[src/rtl/pbsl_pkg.sv]
// Shared types and constants for the packed block state lookup.
// No dependencies; imported by every module of the block.
package pbsl_pkg;

    typedef enum logic [2:0] {
        ACT_READ = 3'd0,
        ACT_WORD = 3'd1,
        ACT_PAL  = 3'd2,
        ACT_HDR  = 3'd3,
        ACT_MASK = 3'd4
    } action_t;

    typedef enum logic [2:0] {
        ST_CLEAR,
        ST_IDLE,
        ST_HDR,
        ST_W0,
        ST_W1,
        ST_W2,
        ST_PAL
    } back_state_t;

    localparam int IN_DATA_W     = 200;
    localparam int IN_USER_W     = 3;
    localparam int OUT_DATA_W    = 16;
    localparam int OUT_USER_W    = 2;
    localparam int CHUNK_W       = 22;
    localparam int U_W           = 24;   // biased chunk coordinate, never negative
    localparam int RECIP_SHIFT   = 30;
    localparam int MAX_SLOT_BITS = 12;   // enough for a 64 x 64 grid
    localparam int LOC_W         = 12;   // y, z, x inside a section, 4 bits each
    localparam int Q_DEPTH       = 4;
    localparam int Q_PTR_W       = 2;

    // one classified word on its way from front to back
    typedef struct packed {
        action_t                    act;
        logic [MAX_SLOT_BITS-1:0]   slot;
        logic [3:0]                 snum;
        logic [LOC_W-1:0]           loc_pos;
        logic [9:0]                 word_index;
        logic [7:0]                 palette_index;
        logic [63:0]                write_value;
        logic [3:0]                 entry_bits;
        logic                       palette_used;
    } queue_entry_t;

    typedef struct packed {
        logic         push;
        queue_entry_t entry;
    } q_push_t;

    typedef struct packed {
        logic         empty;
        queue_entry_t entry;
    } q_head_t;

endpackage

[src/rtl/pbsl_fifo.sv]
// Short queue between front and back so each side stalls on its own.
// Depends on pbsl_pkg.
module pbsl_fifo
    import pbsl_pkg::*;
(
    input  logic    clk,
    input  logic    rst_n,
    input  q_push_t q_in,
    output logic    full,
    input  logic    pop,
    output q_head_t q_head
);

    queue_entry_t         mem_reg [Q_DEPTH];
    logic [Q_PTR_W-1:0]   wr_ptr_reg, rd_ptr_reg;
    logic [Q_PTR_W:0]     count_reg;
    logic                 do_push, do_pop;

    assign full          = (count_reg == (Q_PTR_W+1)'(Q_DEPTH));
    assign q_head.empty  = (count_reg == '0);
    assign q_head.entry  = mem_reg[rd_ptr_reg];
    assign do_push       = q_in.push && !full;
    assign do_pop        = pop && !q_head.empty;

    always_ff @(posedge clk or negedge rst_n)
    begin
        if (!rst_n)
        begin
            wr_ptr_reg <= '0;
            rd_ptr_reg <= '0;
            count_reg  <= '0;
        end
        else
        begin
            if (do_push)
                wr_ptr_reg <= wr_ptr_reg + 1'b1;
            if (do_pop)
                rd_ptr_reg <= rd_ptr_reg + 1'b1;
            if (do_push && !do_pop)
                count_reg <= count_reg + 1'b1;
            else if (do_pop && !do_push)
                count_reg <= count_reg - 1'b1;
        end
    end

    always_ff @(posedge clk)
    begin
        if (do_push)
            mem_reg[wr_ptr_reg] <= q_in.entry;
    end

endmodule

[config.mk]
export PLATFORM = sky130hd
export DESIGN_NAME = pbsl_fifo
export DESIGN_NICKNAME = d
export VERILOG_FILES = /design/src/rtl/pbsl_pkg.sv /design/src/rtl/pbsl_fifo.sv
export SDC_FILE = /design/constraint.sdc
export NUM_CORES = 1
export LEC_CHECK = 0
export BUFFER_PORTS_ARGS = -buffer_cell sky130_fd_sc_hd__clkbuf_2
export CORE_UTILIZATION = 50
export CTS_BUF_LIST = sky130_fd_sc_hd__clkbuf_4
export DETAILED_ROUTE_END_ITERATION = 6
export PLACE_DENSITY_LB_ADDON = 0.05
export SLEW_MARGIN = 25
export SYNTH_ARGS = -nofsm -noshare
export SYNTH_HDL_FRONTEND = slang
export SYNTH_SLANG_ARGS = --single-unit
[constraint.sdc]
create_clock -name clk -period 5.5 [get_ports clk]
set_input_delay 0.275 -clock clk [delete_from_list [all_inputs] [get_ports clk]]
set_output_delay 0.275 -clock clk [all_outputs]
set_load 0.01 [all_outputs]
==> impl_metrics.ini <==
[status]
outcome = completed

[clock_network]
clock_latency_ns = 0.79
cts_setup_buffers = 0
root_buffer = clkbuf_4
cts_buffers = 114
cts_tree = done
cts-resized-gates = 0
clk_path_buf_depth = 3
clk_pin_slew_worst_paths_ns = 0.07
htree_levels = 3
cts_sinks = 479

[yosys]
synth_warnings = 0
yosys.area_share.simple_pct = 0.3587
synth_top_area_share_pct = 81.27
syn_inst = 652
synth.area.top_cells = edfxtp_1, mux4_2, dfrtp_1, buf_6, buf_2
synth-compound-area-share_pct = 0
synth-seq-area-share_pct = 82.27
synth_area_um2 = 17440
yosysTopAreaCell = edfxtp_1
synth_xor_area_share_pct = 0.3013
synth_top_family_by_area = multiplexers
post_synth.cell_area_avg_um2 = 26.75
synthMuxAreaShare_pct = 15.37
synth-seq-cells = 479
synthAdderAreaFrac_pct = 0.4735
synth_nets = 780
synthDistinctLibCells = 20

[drt]
wl_um = 33340
first_pass_iters = 4
ant_nets = 0
dr_total_vias = 8617
routed_via_density = 5.185
wl_per_cell_um = 20.06
post-route-drc-count = 0
drt_iter0_drc = 450

[setup_path]
slowest_stage = dfrtp_4
rr_endpoint = mem_reg[0][74]
r2r_slack_ns = 2.66
max_stage_delay_ns = 1.09
path_max_fanout = 65
cp.arrival_ns = 3.13
crit_end = q_head[86]
required_ns = 5.22
critPathLaunchType = flop
ff2ff_path_depth = 4
timing.rr.start = count_reg[2]
startpoint = rd_ptr_reg[1]
cp_cell_sequence = buf_4 -> mux4_2 -> clkbuf_2
worst-setup-path-type = reg -> out
cp-end-kind = primary output

[cells_and_area]
multi_input_area_um2 = 2888
mostFrequentLayoutCells = edfxtp_1, clkbuf_2, clkbuf_4
largest_reg_flops = 472
layout-drive-gt1-share_pct = 46.55
seq_area_um2 = 14360
fillers = 2455
nNetsFinal = 1244
final_common_cell = edfxtp_1
area_growth_pct = 25.30

[timing]
finalMaxSlewViolations = 0
period_minus_slack_ns = 3.408
finClkSkew_ns = 0.04251
min_period_over_period_pct = 61.97
relSlewSlack_pct = 31.87
setup_tns_ns = 0
tightest_slew_ns = 1.022
finalHoldViolCount = 0
rsz0062_at_grt = no
fmax_mhz = 293.4
setup_viol = 0
setup_ws_ns = 2.092

[floorplan]
die_h_um = 188.8
io_pins = 242
dieArea_um2 = 35630
core-area_um2 = 34460
start_util_pct = 50.61
dieWidth_um = 188.8
rows = 68

[run]
maxCapViolations = 0

[placed_design]
dp_hpwl_um = 19650
finalWeightedCongestion = 0.7610
io_buffers = 241
dpl_worst_slack_ns = 2.620

[global_routing]
grt_overflow = 0
antenna_found_initial = 4
grt_pass1_wl_um = 51290
groute.usage.overall_pct = 19.34
grt_max_degree = 66
grt_pass1_vias = 9506

[power_and_ir_drop]
peakVddDrop_mv = 0.2623
p_per_area_nw_per_um2 = 504.3
p_leak_nw = 7.732

[min_path]
holdCritPathClass = in -> reg
metrics by stage:
step	power [mW]	hold WS (ns)	cells	instance area, µm²	util, %
detailed placement	8.431	0.1255	1333	19220	55.78
global route	11.61	0.1999	1661	21850	63.41
CTS	11.22	0.1697	1658	21840	63.39
finish	11.02	0.2511	1662	21850	63.42
floorplan	7.246	-0.02059	652	17440	-
global placement	8.335	0.1165	1330	19150	55.58
routing by layer:
layer / up-vias / routed length, µm / track usage (%)
li1: 3852 / - / -
met1: 4432 / 13360 / 23.34
met2: 286 / 17070 / 32.73
met3: 47 / 2228 / 5.513
met4: 0 / 681 / 8.096
met5: - / 0 / 0
repair_timing:
item / CTS / global route
hold buffers: 122 / 0
hold endpoints to repair: 484 / 0
setup endpoints to repair: 0 / 0
kinds of logic (layout without fill, tap and decap cells):
family	Yosys count	in the layout
xor gates and xnor gates	6	6
muxes	120	120
adders and majority gates	6	6
and+or+nand+nor	10	10
DFF	479	479
other	0	4
buffers and inverters	31	582
critical path: cells and delay by family (launching register included):
family | cells | cell delay, ns
buffers and inverters | 2 | 0.83
DFF | 1 | 1.09
muxes | 1 | 0.42
final cells by class:
| cell class | count | area share (%) |
|---|---|---|
| Clock inverter | 36 | 0.6756 |
| Multi-Input combinational cell | 142 | 13.22 |
| Clock buffer | 167 | 5.737 |
| Sequential cell | 479 | 65.70 |
| Timing Repair Buffer | 375 | 11.96 |
| Inverter | 4 | 0.06871 |
| Antenna cell | 4 | 0.04581 |
| Tap cell | 455 | 2.605 |
synth_stat cells, drive strengths merged:
master and n:
ha 5, edfxtp 472, xor2 2, nor3b 1, or3 1, buf 26
fa 1, xnor2 4, nor2 1, dfrtp 7, and2 4, inv 4
nand2 1, clkbuf 1, nor2b 1, mux2 2, nand3 1, mux4 118
where the power goes:
part	total (mW)	switching (mW)	internal, mW
sequential	5.14	0.322	4.82
combinational	3.19	1.68	1.51
clock	2.69	1.30	1.39
total	11.0	3.30	7.72
how the worst min path moves through the flow:
stage,endpoint,cells past startpoint,from
2_1_floorplan,count_reg[0],0,rst_n
3_3_place_gp,wr_ptr_reg[0],1,rst_n
3_5_place_dp,wr_ptr_reg[1],1,rst_n
4_1_cts,mem_reg[3][65],2,q_in[65]
5_1_grt,mem_reg[1][35],2,q_in[35]
6_report,mem_reg[0][65],2,q_in[65]
No activity file was read; power rests on OpenSTA's default activity.
