## src/rtl/pbsl_pkg.sv

```systemverilog
// Shared types and constants for the packed block state lookup.
// No dependencies; imported by every module of the block.
package pbsl_pkg;

    typedef enum logic [2:0] {
        ACT_READ = 3'd0,
        ACT_WORD = 3'd1,
        ACT_PAL  = 3'd2,
        ACT_HDR  = 3'd3,
        ACT_MASK = 3'd4
    } action_t;

    typedef enum logic [2:0] {
        ST_CLEAR,
        ST_IDLE,
        ST_HDR,
        ST_W0,
        ST_W1,
        ST_W2,
        ST_PAL
    } back_state_t;

    localparam int IN_DATA_W     = 200;
    localparam int IN_USER_W     = 3;
    localparam int OUT_DATA_W    = 16;
    localparam int OUT_USER_W    = 2;
    localparam int CHUNK_W       = 22;
    localparam int U_W           = 24;   // biased chunk coordinate, never negative
    localparam int RECIP_SHIFT   = 30;
    localparam int MAX_SLOT_BITS = 12;   // enough for a 64 x 64 grid
    localparam int LOC_W         = 12;   // y, z, x inside a section, 4 bits each
    localparam int Q_DEPTH       = 4;
    localparam int Q_PTR_W       = 2;

    // one classified word on its way from front to back
    typedef struct packed {
        action_t                    act;
        logic [MAX_SLOT_BITS-1:0]   slot;
        logic [3:0]                 snum;
        logic [LOC_W-1:0]           loc_pos;
        logic [9:0]                 word_index;
        logic [7:0]                 palette_index;
        logic [63:0]                write_value;
        logic [3:0]                 entry_bits;
        logic                       palette_used;
    } queue_entry_t;

    typedef struct packed {
        logic         push;
        queue_entry_t entry;
    } q_push_t;

    typedef struct packed {
        logic         empty;
        queue_entry_t entry;
    } q_head_t;

endpackage

```

## src/rtl/pbsl_front.sv

```systemverilog
// Front end: accepts input words, finds the chunk slot (floor by 16, wrap
// modulo the grid side) and the section, and pushes the item into the queue.
// Depends on pbsl_pkg.
module pbsl_front
    import pbsl_pkg::*;
#(
    parameter int GRID_SIDE = 2
)
(
    input  logic                  clk,
    input  logic                  rst_n,
    input  logic                  s_tvalid,
    output logic                  s_tready,
    input  logic [IN_DATA_W-1:0]  s_tdata,
    input  logic [IN_USER_W-1:0]  s_tuser,
    input  logic                  q_full,
    output q_push_t               q_out
);

    localparam int GRID_BITS = (GRID_SIDE > 1) ? $clog2(GRID_SIDE) : 1;
    localparam int SLOT_BITS = (GRID_SIDE > 1) ? $clog2(GRID_SIDE * GRID_SIDE) : 1;
    localparam longint OFFSET = GRID_SIDE * ((2 ** 21 + GRID_SIDE - 1) / GRID_SIDE);
    localparam longint RECIP  = (64'd1 << RECIP_SHIFT) / GRID_SIDE;
    localparam int PROD_W = U_W + RECIP_SHIFT + 1;

    logic                   adv;
    logic signed [25:0]     wx, wz;
    logic [7:0]             wy;
    logic [CHUNK_W-1:0]     cx_in, cz_in;
    logic [U_W-1:0]         ux_in, uz_in;
    action_t                act_in;
    queue_entry_t           entry_in;
    logic [PROD_W-1:0]      px, pz;
    logic [U_W-1:0]         dx, dz;
    logic [GRID_BITS-1:0]   rx_next, rz_next;
    logic [SLOT_BITS-1:0]   slot;

    logic                   a_valid_reg, b_valid_reg, c_valid_reg;
    queue_entry_t           a_entry_reg, b_entry_reg, c_entry_reg;
    logic [U_W-1:0]         a_ux_reg, a_uz_reg, b_ux_reg, b_uz_reg;
    logic [U_W-1:0]         b_qx_reg, b_qz_reg;
    logic [GRID_BITS-1:0]   c_rx_reg, c_rz_reg;

    assign adv      = !q_full;
    assign s_tready = adv;

    assign act_in = action_t'(s_tuser[2:0]);
    assign wx     = signed'(s_tdata[25:0]);
    assign wy     = s_tdata[33:26];
    assign wz     = signed'(s_tdata[59:34]);

    always_comb
    begin
        if (act_in == ACT_READ)
        begin
            cx_in = CHUNK_W'(wx >>> 4);
            cz_in = CHUNK_W'(wz >>> 4);
        end
        else
        begin
            cx_in = s_tdata[81:60];
            cz_in = s_tdata[103:82];
        end
    end

    // bias to a positive value; the bias is a multiple of the grid side
    assign ux_in = {{(U_W-CHUNK_W){cx_in[CHUNK_W-1]}}, cx_in} + U_W'(OFFSET);
    assign uz_in = {{(U_W-CHUNK_W){cz_in[CHUNK_W-1]}}, cz_in} + U_W'(OFFSET);

    always_comb
    begin
        entry_in               = '0;
        entry_in.act           = act_in;
        entry_in.snum          = (act_in == ACT_READ) ? wy[7:4] : s_tdata[107:104];
        entry_in.loc_pos       = {wy[3:0], s_tdata[37:34], s_tdata[3:0]};
        entry_in.word_index    = s_tdata[117:108];
        entry_in.palette_index = s_tdata[125:118];
        entry_in.write_value   = s_tdata[189:126];
        entry_in.entry_bits    = s_tdata[193:190];
        entry_in.palette_used  = s_tdata[194];
    end

    // quotient by reciprocal, may come out one low
    assign px = PROD_W'(a_ux_reg) * PROD_W'(RECIP);
    assign pz = PROD_W'(a_uz_reg) * PROD_W'(RECIP);

    assign dx = b_ux_reg - U_W'(b_qx_reg * U_W'(GRID_SIDE));
    assign dz = b_uz_reg - U_W'(b_qz_reg * U_W'(GRID_SIDE));
    assign rx_next = (dx >= U_W'(GRID_SIDE)) ? GRID_BITS'(dx - U_W'(GRID_SIDE))
                                             : GRID_BITS'(dx);
    assign rz_next = (dz >= U_W'(GRID_SIDE)) ? GRID_BITS'(dz - U_W'(GRID_SIDE))
                                             : GRID_BITS'(dz);

    assign slot = SLOT_BITS'(SLOT_BITS'(c_rx_reg) * SLOT_BITS'(GRID_SIDE))
                + SLOT_BITS'(c_rz_reg);

    always_comb
    begin
        q_out.entry      = c_entry_reg;
        q_out.entry.slot = MAX_SLOT_BITS'(slot);
        unique case (c_entry_reg.act)
            ACT_READ, ACT_WORD, ACT_PAL, ACT_HDR, ACT_MASK: q_out.push = c_valid_reg && adv;
            default:                                        q_out.push = 1'b0;
        endcase
    end

    always_ff @(posedge clk or negedge rst_n)
    begin
        if (!rst_n)
        begin
            a_valid_reg <= 1'b0;
            b_valid_reg <= 1'b0;
            c_valid_reg <= 1'b0;
        end
        else if (adv)
        begin
            a_valid_reg <= s_tvalid;
            b_valid_reg <= a_valid_reg;
            c_valid_reg <= b_valid_reg;
        end
    end

    always_ff @(posedge clk)
    begin
        if (adv)
        begin
            a_entry_reg <= entry_in;
            a_ux_reg    <= ux_in;
            a_uz_reg    <= uz_in;
            b_entry_reg <= a_entry_reg;
            b_ux_reg    <= a_ux_reg;
            b_uz_reg    <= a_uz_reg;
            b_qx_reg    <= px[RECIP_SHIFT +: U_W];
            b_qz_reg    <= pz[RECIP_SHIFT +: U_W];
            c_entry_reg <= b_entry_reg;
            c_rx_reg    <= rx_next;
            c_rz_reg    <= rz_next;
        end
    end

endmodule

```

## config.mk

```make
export PLATFORM = sky130hd
export DESIGN_NAME = pbsl_front
export DESIGN_NICKNAME = d
export VERILOG_FILES = /design/src/rtl/pbsl_pkg.sv /design/src/rtl/pbsl_front.sv
export SDC_FILE = /design/constraint.sdc
export NUM_CORES = 1
export LEC_CHECK = 0
export BUFFER_PORTS_ARGS = -buffer_cell sky130_fd_sc_hd__buf_2
export CAP_MARGIN = 20
export CORE_MARGIN = 2
export CORE_UTILIZATION = 40
export CTS_CLUSTER_SIZE = 10
export DETAILED_ROUTE_END_ITERATION = 6
export PLACE_DENSITY_LB_ADDON = 0.25
export REMOVE_ABC_BUFFERS = 1
export SYNTH_ARGS = -nofsm -noshare
export SYNTH_HDL_FRONTEND = slang
export SYNTH_SLANG_ARGS = --single-unit
```

## constraint.sdc

```tcl
create_clock -name clk -period 10.8 [get_ports clk]
set_input_delay 1.08 -clock clk [delete_from_list [all_inputs] [get_ports clk]]
set_output_delay 1.08 -clock clk [all_outputs]
set_load 0.02 [all_outputs]
```

==> results of run 1 <==
## cell families after synthesis
group                  synth area share
muxes                            0.0101
buffers and inverters           0.00936
DFF                               0.977
AOI/OAI and AO/OA              0.000498
other                          0.000374
and+or+nand+nor                 0.00225
## layer usage
metal	routed length [um]	vias up	global-route usage
met3	1670	42	0.0530
met5	12	-	0
met4	397	2	0.0426
li1	-	1923	-
met1	5920	1985	0.134
met2	6630	184	0.166
## area by class of cell
type,instances,area [sq um]
fill,1930,11800
sequential,327,9800
timing repair buffer,231,1190
clock buffer,50,1070
tap,324,405
multi-input combinational,22,166
inverter,1,11.3
## final timing paths
path,to,slack (ns),depth (start not counted)
max,s_tready,6.83,4
min,b_valid_reg$_DFFE_PN0N_,0.36,1
max reg2reg,c_valid_reg$_DFFE_PN0N_,10.04,1
min reg2reg,b_entry_reg[43]$_DFFE_PN_,0.41,0
max in group asynchronous,a_valid_reg$_DFFE_PN0N_,10.33,1
min in group clk,b_entry_reg[43]$_DFFE_PN_,0.41,0
## through the flow
step	util	instance area (sq um)
4_1_cts	0.516	12600
5_1_grt	0.517	12600
2_1_floorplan	-	9970
3_5_place_dp	0.472	11500
6_report	0.517	12600
3_3_place_gp	0.472	11500
## worst max-delay path, cell delays in order
cell,delay (ns)
buf_2,0.15
inv_8,0.45
buf_4,0.80
buf_2,0.30
## cell usage in the layout, fill, tap and decap left out, drive strengths merged
cell	count
dfrtp	3
and3	1
mux2	9
o21ai	1
clkbuf	50
edfxtp	324
conb	10
buf	231
nor3	1
inv	1
## power by group through the flow
stage / logic [mW] / clock network [mW] / registers (mW)
6_report: 0.112 / 1.11 / 1.52
5_1_grt: 0.121 / 1.19 / 1.53
4_1_cts: 0.113 / 1.14 / 1.53
3_5_place_dp: 0.113 / 0 / 1.55
3_3_place_gp: 0.111 / 0 / 1.55
2_1_floorplan: 0.0243 / 0 / 1.59
==> flow_summary.yaml, run 1 <==
layout:
  area_growth_pct: 26.0
  insertedDiodeCount: 0
  drive_above_1_share: 0.450
  final_cells: 955
  nNetsFinal: 828
detailed_routing:
  wl_per_cell_um: 15.3
  route.detailed.drc: 0
  ant_nets: 0
  drt-initial-drc-count: 357
  drtPass1Iterations: 4
  vias_per_cell: 4.33
  wl_um: 14600
  vias: 4136
global_route:
  grt_max_degree: 104
  antenna_found_initial: 1
  grt_use_total: 0.109
  grt_pass1_wl_um: 22200
  grt_pass1_vias: 4266
  overflow: 0
power:
  swShare: 0.191
  irDropWorstVdd_mv: 0.139
  p_int_mw: 2.22
  clock_power_share: 0.403
  p_sw_mw: 0.523
  power.density_cell_area_mw_per_mm2: 217
  totalPowerFinal_mw: 2.74
  p_comb_frac: 0.041
  p_leak_nw: 4.73
  power_frac_seq: 0.556
worst_setup_path:
  crit_required_ns: 9.72
  crit_path_start_kind: "input pin"
  critPathArrivalTime_ns: 2.89
  cp_max_fo: 103
  crit_path_start: "q_full"
  r2r_start: "c_valid_reg$_DFFE_PN0N_"
  path_class: "input pin to output port"
  cp-end-kind: "output port"
min_path:
  hold_class: "input pin to asynchronous set/reset pin"
die:
  die_x_um: 162
  core_area_sq_mm: 0.0245
  die_area_sq_mm: 0.0264
  die_y_um: 162
  io_pins: 327
  num_rows: 57
  start_util: 0.410
clocking:
  insertion_delay_ns: 0.50
  clockBufferDepth: 3
  cts-root-buf: "clkbuf_16"
  cts_resized: 0
  clk_pin_slew_worst_paths_ns: 0.05
  hold_buffers: 0
  post_cts_buffers: 0
  htree_levels: 2
  cts_tree: "done"
  clock_sink_count: 327
  numCtsBuffers: 38
yosys:
  ys_warn_count: 0
  ys.flop_type: "edfxtp_1"
  seq_area_frac_synth: 0.977
  yosys-top-cells-area: "edfxtp_1, mux2_2, buf_4"
  synthCells: 353
  ys_seq_elements: 327
  postSynth.asyncResetShare: 0.00917
  ys_types: 9
  synth_top_cells_by_count: "edfxtp_1, buf_4, mux2_2, dfrtp_1"
  synth_top_area_cell: "edfxtp_1"
  synth-edff-count: 324
  avgSynthCellArea_sq_um: 28.4
  post-synth-top-count-cell: "edfxtp_1"
  synth_top_area_share: 0.970
  syn_area_sq_mm: 0.0100
timing:
  worst_pin_slew_ns: 0.884
  finClkSkew_ns: 0.00673
  slew_headroom: 0.410
  whs_ns: 0.363
  finalMaxSlewViolations: 0
  tns_ns: 0
  finalHoldViolCount: 0
  finalCriticalPeriod_ns: 3.97
  fin_ws_ns: 6.83
  rsz0062_at_grt: "false"
  setup_violations: 0
  min_period_over_period: 0.368
  fmax_mhz: 252
outcome:
  run_status: "completed"
placed_design:
  place_inst: 904
  gp_congestion: 0.684
  dp_hpwl_um: 9130
  place.port_buffers: 227
  dp_slack_ns: 6.77
flow_run:
  cap_violations: 0
(Power assumes the default switching activity.)
==> run 2: changes to the inputs <==
Settings changed: ABC_AREA set to 1.
Clock period 10.8 ns to 3.84 ns, I/O delays scaled along.
==> run 2 against run 1 <==
  * Global-route usage up 0.10 points
  * Total power rose to 2.8 times the previous value
  * Die area up 0.23%
  * Synthesized area up 0.24%
  * Wire length up 2.6%
  * Via count up 3.1%
  * Final cell count up 3.5%
  * Critical path depth up 1
  * Count of clock-buffer cells in the layout up 1
  * Combinational power rose to 2.8 times the previous value
  * Setup slack worse by 4.8 ns
  * Core utilization down 0.75 points
  * Highest routed layer unchanged
==> flow_summary.yaml, run 2 <==
timing:
  whs_ns: 0.0565
  worst_pin_slew_ns: 0.688
  min_period_over_period: 0.475
  finalMaxSlewViolations: 0
  finalCriticalPeriod_ns: 1.82
  tns_ns: 0
  setup_violations: 0
  fmax_mhz: 548
  slew_headroom: 0.541
  rsz0062_at_grt: "false"
  finClkSkew_ns: 0.00880
  finalHoldViolCount: 0
detailed_routing:
  wl_per_cell_um: 15.2
  drt-met1-wl_um: 6080
  vias: 4266
  route.met3.wl_um: 1480
  wl_um: 15000
  drt-initial-drc-count: 280
  ant_nets: 0
  highest_layer: "met5"
  vias_per_cell: 4.32
  route.detailed.drc: 0
  drtPass1Iterations: 4
  wl_met2_um: 7040
worst_setup_path:
  crit_path_start_kind: "input pin"
  cp-end-kind: "output port"
  path_class: "input pin to output port"
  critPathArrivalTime_ns: 1.44
  crit_required_ns: 3.46
  cp_max_fo: 101
yosys:
  synth-edff-count: 324
  ys_types: 11
  post-synth-top-count-cell: "edfxtp_1"
  avgSynthCellArea_sq_um: 26.8
  yosys-top-cells-area: "edfxtp_1, buf_4, dfrtp_1"
  synth_top_area_share: 0.968
  synth_top_area_cell: "edfxtp_1"
  synth_top_cells_by_count: "edfxtp_1, nand2_1, buf_4, nand3_1, inv_1"
  syn_area_sq_mm: 0.0101
  synthCells: 375
  ys_seq_elements: 327
  seq_area_frac_synth: 0.975
  ys_warn_count: 0
  postSynth.asyncResetShare: 0.00917
  ys.flop_type: "edfxtp_1"
die:
  core_area_sq_mm: 0.0250
  io_pins: 327
  start_util: 0.403
  num_rows: 58
  die_x_um: 163
  die_y_um: 163
  die_area_sq_mm: 0.0264
clocking:
  clockBufferDepth: 3
  htree_levels: 2
  insertion_delay_ns: 0.50
  clk_pin_slew_worst_paths_ns: 0.06
  clock_sink_count: 327
  numCtsBuffers: 39
  post_cts_buffers: 0
  cts-root-buf: "clkbuf_16"
  cts_tree: "done"
  cts_resized: 0
layout:
  regArea_sq_mm: 0.00980
  multi_input_area_sq_um: 179
  design_area_sq_mm: 0.0127
  final_common_cell: "edfxtp_1"
  area_growth_pct: 26.5
  drive_above_1_share: 0.421
  nNetsFinal: 851
  layout_common_cells: "edfxtp_1, buf_2, clkbuf_16, nand2_1, conb_1"
  n_fill_cell: 2048
global_route:
  grt_use_total: 0.110
  antenna_found_initial: 3
  overflow: 0
  grt_pass1_wl_um: 22100
  grt_max_degree: 102
  grt_pass1_vias: 4180
power:
  power.density_cell_area_mw_per_mm2: 609
  p_sw_mw: 1.49
  totalPowerFinal_mw: 7.74
  swShare: 0.193
  p_int_mw: 6.25
  clock_power_share: 0.405
  power_frac_seq: 0.554
  irDropWorstVdd_mv: 0.358
  p_leak_nw: 4.80
  p_comb_frac: 0.041
placed_design:
  gp_congestion: 0.715
  dp_hpwl_um: 9450
  postPlaceCellArea_sq_mm: 0.0116
  place.port_buffers: 227
outcome:
  run_status: "completed"
flow_run:
  cap_violations: 0
min_path:
  hold_class: "input pin to register"
[run 2: cell types whose count changed in the layout (fill, tap and decap cells not counted), moves of 3 or more]
cell / delta
inv_1: +3
nor2_1: +3
buf_4: -3
nand2_1: +18
buf_12: +3
nand3_1: +6
mux2_2: -9
[run 2: through the flow]
stage | setup slack (ns) | utilization | cells
3_5_place_dp | 1.91 | 0.465 | 932
2_1_floorplan | -3.99 | - | 372
5_1_grt | 1.88 | 0.509 | 986
6_report | 2.02 | 0.509 | 988
4_1_cts | 1.97 | 0.509 | 986
3_3_place_gp | 1.97 | 0.465 | 932
[run 2: logic make-up after synthesis]
group                  count (synthesis)  share of synthesized area
other                                  1                   0.000373
AOI/OAI and AO/OA                      2                   0.000996
and+or+nand+nor                       29                     0.0131
DFF                                  327                      0.975
buffers and inverters                 16                     0.0105
[run 2: routing by layer]
layer,global-route usage,vias to the layer above
li1,-,2000
met2,0.171,184
met1,0.134,2039
met4,0.0471,2
met3,0.0476,41
met5,0,-
[run 2: layout make-up]
class,instances,area share
diodes,2,0.000394
clock buffers,51,0.0844
clock inverters,2,0.000886
inverters,4,0.00177
multi-input cells,41,0.0141
flip-flops and latches,327,0.771
well taps,330,0.0325
repair buffers,231,0.0949
[run 2: power groups by stage]
stage               clock network (mW)  logic (mW)  registers [mW]
floorplan                            0      0.0687            4.47
global route                      3.37       0.343            4.31
global placement                     0       0.317            4.34
detailed placement                   0       0.322            4.36
CTS                               3.23       0.323            4.29
finish                            3.14       0.317            4.29
[run 2: final timing paths]
check | from | slack, ns | to | cells past startpoint
setup / recovery | q_full | 2.02 | q_out[118] | 5
hold / removal | s_tdata[119] | 0.06 | a_entry_reg[70]$_DFFE_PN_ | 1
setup reg to reg | b_valid_reg$_DFFE_PN0N_ | 3.18 | b_valid_reg$_DFFE_PN0N_ | 2
hold reg to reg | b_entry_reg[37]$_DFFE_PN_ | 0.41 | q_out[37]$_DFFE_PN_ | 0
max in group asynchronous | rst_n | 3.51 | c_valid_reg$_DFFE_PN0N_ | 2
min in group asynchronous | rst_n | 0.21 | a_valid_reg$_DFFE_PN0N_ | 2
[run 2: timing repair]
item / CTS / global route
hold buffers: 1 / 0
setup endpoints to repair: 0 / 0
endpoints found under the hold margin: 3 / 0
[run 2: critical path, stage by stage]
cell and delay, ns:
buf_2 0.14, inv_8 0.50, nand2_1 0.10, nor2_1 0.13
buf_2 0.17
